--- src/design/ntcfd_pkg.sv ---
// Shared types and constants for the NTC fault detector.
package ntcfd_pkg;

    localparam int ADC_BITS     = 12;
    localparam int BLINK_PERIOD = 50;
    localparam int BLINK_BITS   = 6;
    localparam int PERSIST_BITS = 6;
    localparam int CFG_BITS     = 12;
    localparam int IDX_BITS     = 3;
    localparam int IN_BITS      = ((ADC_BITS + 2 + 7) / 8) * 8;
    localparam int OUT_BITS     = 8;

    localparam logic [BLINK_BITS-1:0] BLINK_LAST  = BLINK_BITS'(BLINK_PERIOD - 1);
    localparam logic [BLINK_BITS-1:0] BLINK_HALF  = BLINK_BITS'(BLINK_PERIOD / 2);

    typedef enum logic [IDX_BITS-1:0] {
        REG_SHORT_TH  = 3'd0,
        REG_DRY_TH    = 3'd1,
        REG_REC_LOW   = 3'd2,
        REG_OPEN_TH   = 3'd3,
        REG_REC_HIGH  = 3'd4,
        REG_PERSIST   = 3'd5
    } reg_idx_t;

    typedef enum logic [1:0] {
        FAULT_NONE  = 2'd0,
        FAULT_SHORT = 2'd1,
        FAULT_DRY   = 2'd2,
        FAULT_OPEN  = 2'd3
    } fault_code_t;

    typedef struct packed {
        logic [ADC_BITS-1:0]     short_th;
        logic [ADC_BITS-1:0]     dry_th;
        logic [ADC_BITS-1:0]     rec_low;
        logic [ADC_BITS-1:0]     open_th;
        logic [ADC_BITS-1:0]     rec_high;
        logic [PERSIST_BITS-1:0] persist_limit;
    } cfg_t;

    typedef struct packed {
        logic [ADC_BITS-1:0] adc_sample;
        logic                heating_active;
        logic                buzzer_busy;
    } req_t;

    typedef struct packed {
        logic        alarm_active;
        fault_code_t fault_code;
        logic        display_refresh;
        logic        display_blank;
        logic        shutdown_pulse;
        logic        recovered;
    } res_t;

endpackage

--- src/design/ntcfd_cfg.sv ---
// Configuration register file for the NTC fault detector.
module ntcfd_cfg (
    input  logic                             clk,
    input  logic                             rst_n,
    input  logic                             cfg_we,
    input  logic [ntcfd_pkg::IDX_BITS-1:0]   cfg_index,
    input  logic [ntcfd_pkg::CFG_BITS-1:0]   cfg_data,
    output ntcfd_pkg::cfg_t                  cfg
);

    ntcfd_pkg::cfg_t cfg_reg;

    always_ff @(posedge clk or negedge rst_n)
    begin
        if (!rst_n)
        begin
            cfg_reg.short_th      <= ntcfd_pkg::ADC_BITS'(80);
            cfg_reg.dry_th        <= ntcfd_pkg::ADC_BITS'(100);
            cfg_reg.rec_low       <= ntcfd_pkg::ADC_BITS'(709);
            cfg_reg.open_th       <= ntcfd_pkg::ADC_BITS'(3965);
            cfg_reg.rec_high      <= ntcfd_pkg::ADC_BITS'(3530);
            cfg_reg.persist_limit <= ntcfd_pkg::PERSIST_BITS'(25);
        end
        else if (cfg_we)
        begin
            case (cfg_index)
                ntcfd_pkg::REG_SHORT_TH:
                    cfg_reg.short_th <= cfg_data[ntcfd_pkg::ADC_BITS-1:0];
                ntcfd_pkg::REG_DRY_TH:
                    cfg_reg.dry_th <= cfg_data[ntcfd_pkg::ADC_BITS-1:0];
                ntcfd_pkg::REG_REC_LOW:
                    cfg_reg.rec_low <= cfg_data[ntcfd_pkg::ADC_BITS-1:0];
                ntcfd_pkg::REG_OPEN_TH:
                    cfg_reg.open_th <= cfg_data[ntcfd_pkg::ADC_BITS-1:0];
                ntcfd_pkg::REG_REC_HIGH:
                    cfg_reg.rec_high <= cfg_data[ntcfd_pkg::ADC_BITS-1:0];
                ntcfd_pkg::REG_PERSIST:
                    cfg_reg.persist_limit <= cfg_data[ntcfd_pkg::PERSIST_BITS-1:0];
                default:
                    ;
            endcase
        end
    end

    assign cfg = cfg_reg;

endmodule

--- src/design/ntcfd_core.sv ---
// Fault decision logic and detector state for the NTC fault detector.
module ntcfd_core (
    input  logic             clk,
    input  logic             rst_n,
    input  logic             advance,
    input  ntcfd_pkg::req_t  req,
    input  ntcfd_pkg::cfg_t  cfg,
    output ntcfd_pkg::res_t  res
);

    logic [ntcfd_pkg::BLINK_BITS-1:0]   blink_reg, blink_next;
    logic [ntcfd_pkg::PERSIST_BITS-1:0] persist_reg, persist_next;
    logic                               short_reg, short_next;
    logic                               dry_reg, dry_next;
    logic                               open_reg, open_next;
    logic                               alarm_reg, alarm_next;
    logic                               armed_reg, armed_next;

    logic [ntcfd_pkg::ADC_BITS-1:0]     s;
    logic [ntcfd_pkg::ADC_BITS-1:0]     short_band;
    logic [ntcfd_pkg::PERSIST_BITS:0]   cnt_inc;
    logic                               is_short, is_dry, is_open, hit, latch, in_band;

    assign s          = req.adc_sample;
    assign short_band = dry_reg ? cfg.dry_th : cfg.rec_low;
    assign is_short   = (s < cfg.short_th) || (short_reg && s < short_band);
    assign is_dry     = (req.heating_active && !alarm_reg && s < cfg.dry_th &&
                         s > cfg.short_th) ||
                        (dry_reg && s > cfg.short_th && s < cfg.rec_low);
    assign is_open    = (s > cfg.open_th) ||
                        (open_reg && s > cfg.rec_high && s < cfg.open_th);
    assign hit        = is_short || is_dry || is_open;
    assign cnt_inc    = {1'b0, persist_reg} + 1'b1;
    assign latch      = cnt_inc > {1'b0, cfg.persist_limit};
    assign in_band    = s > cfg.rec_low && s < cfg.rec_high;

    always_comb
    begin
        blink_next   = (blink_reg >= ntcfd_pkg::BLINK_LAST) ? '0 : blink_reg + 1'b1;
        persist_next = persist_reg;
        short_next   = short_reg;
        dry_next     = dry_reg;
        open_next    = open_reg;
        alarm_next   = alarm_reg;
        armed_next   = armed_reg;

        res.fault_code      = ntcfd_pkg::FAULT_NONE;
        res.display_refresh = 1'b0;
        res.shutdown_pulse  = 1'b0;
        res.recovered       = 1'b0;

        if (!req.buzzer_busy)
        begin
            if (hit)
            begin
                if (latch)
                begin
                    persist_next = '0;
                    if (is_short)
                    begin
                        short_next     = 1'b1;
                        res.fault_code = ntcfd_pkg::FAULT_SHORT;
                    end
                    else if (is_dry)
                    begin
                        dry_next       = 1'b1;
                        res.fault_code = ntcfd_pkg::FAULT_DRY;
                    end
                    else
                    begin
                        open_next      = 1'b1;
                        res.fault_code = ntcfd_pkg::FAULT_OPEN;
                    end
                    alarm_next          = 1'b1;
                    res.display_refresh = 1'b1;
                    if (armed_reg)
                    begin
                        armed_next         = 1'b0;
                        res.shutdown_pulse = 1'b1;
                    end
                end
                else
                begin
                    persist_next = cnt_inc[ntcfd_pkg::PERSIST_BITS-1:0];
                end
            end
            else if (alarm_reg && in_band)
            begin
                short_next    = 1'b0;
                dry_next      = 1'b0;
                open_next     = 1'b0;
                armed_next    = 1'b1;
                alarm_next    = 1'b0;
                res.recovered = 1'b1;
            end
        end

        res.alarm_active  = alarm_next;
        res.display_blank = blink_next >= ntcfd_pkg::BLINK_HALF;
    end

    always_ff @(posedge clk or negedge rst_n)
    begin
        if (!rst_n)
        begin
            blink_reg   <= '0;
            persist_reg <= '0;
            short_reg   <= 1'b0;
            dry_reg     <= 1'b0;
            open_reg    <= 1'b0;
            alarm_reg   <= 1'b0;
            armed_reg   <= 1'b1;
        end
        else if (advance)
        begin
            blink_reg   <= blink_next;
            persist_reg <= persist_next;
            short_reg   <= short_next;
            dry_reg     <= dry_next;
            open_reg    <= open_next;
            alarm_reg   <= alarm_next;
            armed_reg   <= armed_next;
        end
    end

    // armed for a shutdown exactly when no alarm is latched
    a_armed_alarm: assert property (@(posedge clk) disable iff (!rst_n)
        armed_reg != alarm_reg)
        else $error("shutdown arming out of step with alarm");

    a_refresh_alarm: assert property (@(posedge clk) disable iff (!rst_n)
        advance && res.display_refresh |=> alarm_reg)
        else $error("refresh without alarm latched");

    a_recover_clear: assert property (@(posedge clk) disable iff (!rst_n)
        advance && res.recovered |=> !alarm_reg && !short_reg && !dry_reg && !open_reg)
        else $error("recovery left a fault latched");

    a_busy_hold: assert property (@(posedge clk) disable iff (!rst_n)
        advance && req.buzzer_busy |=> $stable(persist_reg) && $stable(alarm_reg))
        else $error("state changed while buzzer busy");

    a_blink_range: assert property (@(posedge clk) disable iff (!rst_n)
        blink_reg <= ntcfd_pkg::BLINK_LAST)
        else $error("blink phase out of range");

endmodule

--- src/design/ntc_fault_detector.sv ---
// Top level of the NTC fault detector: request and result registers around the core.
//
//  channel | dir | tdata fields (lsb first)                          | handshake
//  s_      | in  | adc_sample[11:0], heating_active, buzzer_busy     | tvalid/tready
//  m_      | out | alarm, fault_code[1:0], refresh, blank, shut, rec | tvalid/tready
//  cfg_    | in  | cfg_index selects register, cfg_data value        | cfg_we
//
// One request a cycle while m_tready keeps up; a taken request passes the request register
// and then the result register before it leaves on m_.
// Reset clears the detector state (leaving it armed for shutdown) and loads the default thresholds.
// A stalled result holds in its register; one request waits behind it.
module ntc_fault_detector (
    input  logic                                clk,
    input  logic                                rst_n,
    input  logic                                s_tvalid,
    output logic                                s_tready,
    // adc_sample[11:0], heating_active[12], buzzer_busy[13], zero pad
    input  logic [ntcfd_pkg::IN_BITS-1:0]       s_tdata,
    output logic                                m_tvalid,
    input  logic                                m_tready,
    // alarm_active[0], fault_code[2:1], display_refresh[3], display_blank[4],
    // shutdown_pulse[5], recovered[6], zero[7]
    output logic [ntcfd_pkg::OUT_BITS-1:0]      m_tdata,
    input  logic                                cfg_we,
    input  logic [ntcfd_pkg::IDX_BITS-1:0]      cfg_index,
    input  logic [ntcfd_pkg::CFG_BITS-1:0]      cfg_data
);

    ntcfd_pkg::cfg_t cfg;
    ntcfd_pkg::req_t req_reg;
    ntcfd_pkg::res_t res, res_reg;
    logic            req_vld_reg;
    logic            res_vld_reg;
    logic            out_free;
    logic            advance;

    assign out_free = !res_vld_reg || m_tready;
    assign advance  = req_vld_reg && out_free;
    assign s_tready = !req_vld_reg || advance;

    ntcfd_cfg u_cfg (
        .clk       (clk),
        .rst_n     (rst_n),
        .cfg_we    (cfg_we),
        .cfg_index (cfg_index),
        .cfg_data  (cfg_data),
        .cfg       (cfg)
    );

    ntcfd_core u_core (
        .clk     (clk),
        .rst_n   (rst_n),
        .advance (advance),
        .req     (req_reg),
        .cfg     (cfg),
        .res     (res)
    );

    always_ff @(posedge clk or negedge rst_n)
    begin
        if (!rst_n)
        begin
            req_vld_reg <= 1'b0;
            res_vld_reg <= 1'b0;
        end
        else
        begin
            if (s_tready)
            begin
                req_vld_reg <= s_tvalid;
            end
            if (out_free)
            begin
                res_vld_reg <= advance;
            end
        end
    end

    always_ff @(posedge clk)
    begin
        if (s_tvalid && s_tready)
        begin
            req_reg.adc_sample     <= s_tdata[ntcfd_pkg::ADC_BITS-1:0];
            req_reg.heating_active <= s_tdata[ntcfd_pkg::ADC_BITS];
            req_reg.buzzer_busy    <= s_tdata[ntcfd_pkg::ADC_BITS+1];
        end
        if (advance)
        begin
            res_reg <= res;
        end
    end

    assign m_tvalid = res_vld_reg;
    assign m_tdata  = {1'b0, res_reg.recovered, res_reg.shutdown_pulse,
                       res_reg.display_blank, res_reg.display_refresh,
                       res_reg.fault_code, res_reg.alarm_active};

endmodule
--- config.mk ---
export PLATFORM = sky130hd
export DESIGN_NAME = ntc_fault_detector
export DESIGN_NICKNAME = d
export VERILOG_FILES = /design/src/design/ntcfd_pkg.sv /design/src/design/ntcfd_cfg.sv /design/src/design/ntcfd_core.sv /design/src/design/ntc_fault_detector.sv
export SDC_FILE = /design/constraint.sdc
export NUM_CORES = 1
export LEC_CHECK = 0
export BUFFER_PORTS_ARGS = -buffer_cell sky130_fd_sc_hd__clkbuf_2
export CAP_MARGIN = 20
export CORE_UTILIZATION = 68
export CTS_BUF_LIST = sky130_fd_sc_hd__clkbuf_2 sky130_fd_sc_hd__clkbuf_4 sky130_fd_sc_hd__clkbuf_8
export CTS_CLUSTER_DIAMETER = 120
export DETAILED_ROUTE_END_ITERATION = 8
export PLACE_DENSITY = 0.95
export SLEW_MARGIN = 40
export SYNTH_ARGS = -nofsm -noshare
export SYNTH_HDL_FRONTEND = slang
export SYNTH_HIERARCHICAL = 1
export SYNTH_SLANG_ARGS = --single-unit
export TNS_END_PERCENT = 20
--- constraint.sdc ---
create_clock -name clk -period 5 [get_ports clk]
set_input_delay 0.75 -clock clk [delete_from_list [all_inputs] [get_ports clk]]
set_output_delay 0.75 -clock clk [all_outputs]
set_load 0.03 [all_outputs]
==> out/results.tsv <==
metric	value	unit
setup_violations	0	
whs	0.397	ns
yosysSeqAreaShare	43.0	%
cts_max_path_buffers	2	
cts_resized	0	
ys_ff_latch	106	
cp_data_arrival_time	4.04	ns
synth-async-reset-ratio	80.2	%
worst_slew_pin_slew	0.946	ns
grt_max_degree	86	
hp-class	in2async	
synthToLayoutAreaGrowth	8.23	%
endpoint_kind	register	
fin_cells	737	
maxCapViolCount	0	
synthDistinctLibCells	69	
status	finished, final reports clean	
synth_area	6500	sq um
grt_pass1_vias	4729	
place_inst	719	
irDropWorstVdd	289	uV
min_period_over_period	75.6	%
skew	0.0159	ns
routed_wl	14200	um
rsz0062_at_grt	no	
largest_register_ff_count	66	
cp-start-kind	register	
critPathMaxFanout	14	
io_pins	46	
crit_buf_inv	0	
cp_top_family	simple AND/OR/NAND/NOR gates	
synth_area_leader_cell	dfrtp_1	
clockRootBuffer	clkbuf_8	
maxSlewHeadroom	36.6	%
coreArea	9240	sq um
clk_latency	0.37	ns
dieWidth	99.8	um
synth_edf_count	21	
io_buffer_count	42	
row_count	35	
timing.fmax	264	MHz
die_area	9960	sq um
initial_core_util	70.4	%
fin_nets	719	
cts_buffers	9	
leakagePower	3.29	nW
diodes	0	
clk_pin_slew_worst_paths	0.10	ns
vias	4525	
tritoncts	yes	
hold_violations	0	
slew_viol_final	0	
antenna_found_initial	0	
num-fill-cells	588	
powerDensity	396	nW/um^2
crit_type	reg2reg	
syn_inst	558	
fin_crit	3.78	ns
clock-sinks	106	
grtUsageTotal	31.0	%
drive_gt1_share	28.8	%
synth.area.top_cells	dfrtp_1, ha_1, dfstp_2	
gp_congestion	0.895	
fin_tns_setup	0	ns
die_h	99.8	um
postSynthNetCount	674	
wl_per_cell	19.3	um
postSynthAreaPerCell	11.7	sq um
detail-route-antenna-nets	0	
cp_cell_sequence	mux2i_1 > ha_1 > nand4_1 > a211o_1 > o2111ai_1 > nand2b_2 > nor4_2 > nand3_2 > a211oi_2 > mux2_1	
drc_errors	0	
critPathMaxStageDelay	0.89	ns
critPathSlowestCell	dfrtp_1	
drt_iter0_markers	262	
htree_levels	3	
power	0.00279	W
ctsHoldBuffers	0	
yosysMostFrequentCell	ha_1	
synth_flop_cell	dfrtp_1	
dp_hpwl	10200	um
post-cts-setup-buffer-count	0	
drt-vias-per-instance	6.14	
synth_top_area_share	20.8	%
yosysWarnings	6	
synth_commonest_cells	ha_1, inv_1, dfrtp_1, mux2_2	
gr-total-overflow	0	
cp_data_required_time	5.26	ns
final_util	76.2	%
firstDrtPassIters	6	
grt_pass1_wl	23400	um
## cells by family (layout without fill, tap and decap cells)
group	Yosys count	count (layout)	share of synthesized area [%]
mux	81	81	15.6
compound gates	88	88	9.87
other cells	1	1	0.0576
fa+ha+maj	80	80	15.4
flops	106	106	43.0
xor+xnor	4	4	0.539
buf+inv	87	137	5.56
simple gates	111	111	10.0
## where the power goes
group	internal [W]	leakage, nW	switching (W)
clock network	0.000243	0.101	0.000281
registers	0.00111	1.18	0.000171
logic	0.000456	2.00	0.000523
## path summary, 6_finish.rpt
kind                       slack (ns)        startpoint          endpoint  cells after the start
setup / recovery                 1.22    u_core/dry_reg   u_core/open_reg                     10
hold / removal                   0.40             rst_n      u_cfg/cfg[5]                      1
setup reg to reg                 1.22    u_core/dry_reg   u_core/open_reg                     10
hold reg to reg                  0.49  u_core/armed_reg  u_core/armed_reg                      2
max in group asynchronous        4.09             rst_n     u_cfg/cfg[25]                      1
min in group clk                 0.49  u_core/armed_reg  u_core/armed_reg                      2
## worst reg2reg max path, cell delays in order, from the launching register on
cell,delay [ns]
dfrtp_1,0.89
mux2i_1,0.19
ha_1,0.33
nand4_1,0.22
a211o_1,0.39
o2111ai_1,0.15
nand2b_2,0.20
nor4_2,0.48
nand3_2,0.22
a211oi_2,0.27
mux2_1,0.34
## cell usage in the layout (no fill, tap or decap), types with 7 or more instances in the layout
| cell type | instances |
|---|---|
| edfxtp_1 | 21 |
| mux2_2 | 36 |
| nand2_1 | 26 |
| inv_1 | 76 |
| mux2_4 | 31 |
| nor2_1 | 18 |
| o21ai_0 | 15 |
| dfrtp_1 | 54 |
| a21oi_1 | 27 |
| nand3_1 | 13 |
| dfstp_2 | 31 |
| clkbuf_2 | 41 |
| ha_1 | 80 |
| nand4_1 | 14 |
| nand2b_1 | 7 |
| mux2i_1 | 13 |
| clkbuf_8 | 11 |
## per-stage QoR
stage | area, sq um | worst slack (ns)
floorplan | 6500 | 1.73
global placement | 6800 | 1.52
detailed placement | 6820 | 1.37
CTS | 7020 | 1.34
global route | 7040 | 1.07
finish | 7040 | 1.22
## metal layers
metal,global-route usage (%),routed length [um],vias up
met5,0,0,-
met4,15.2,493,0
met3,6.06,725,35
met2,52.4,7180,154
met1,38.2,5850,2247
li1,-,-,2089
## layout make-up
class | instances | area [sq um] | area share, %
Inverter | 76 | 285 | 4.05
Timing Repair Buffer | 45 | 255 | 3.63
Multi-Input combinational cell | 365 | 3350 | 47.5
Sequential cell | 106 | 2800 | 39.7
Clock inverter | 5 | 56.3 | 0.800
Tap cell | 129 | 161 | 2.29
Clock buffer | 11 | 139 | 1.97
Note: power is estimated with default switching activity, not from simulation.
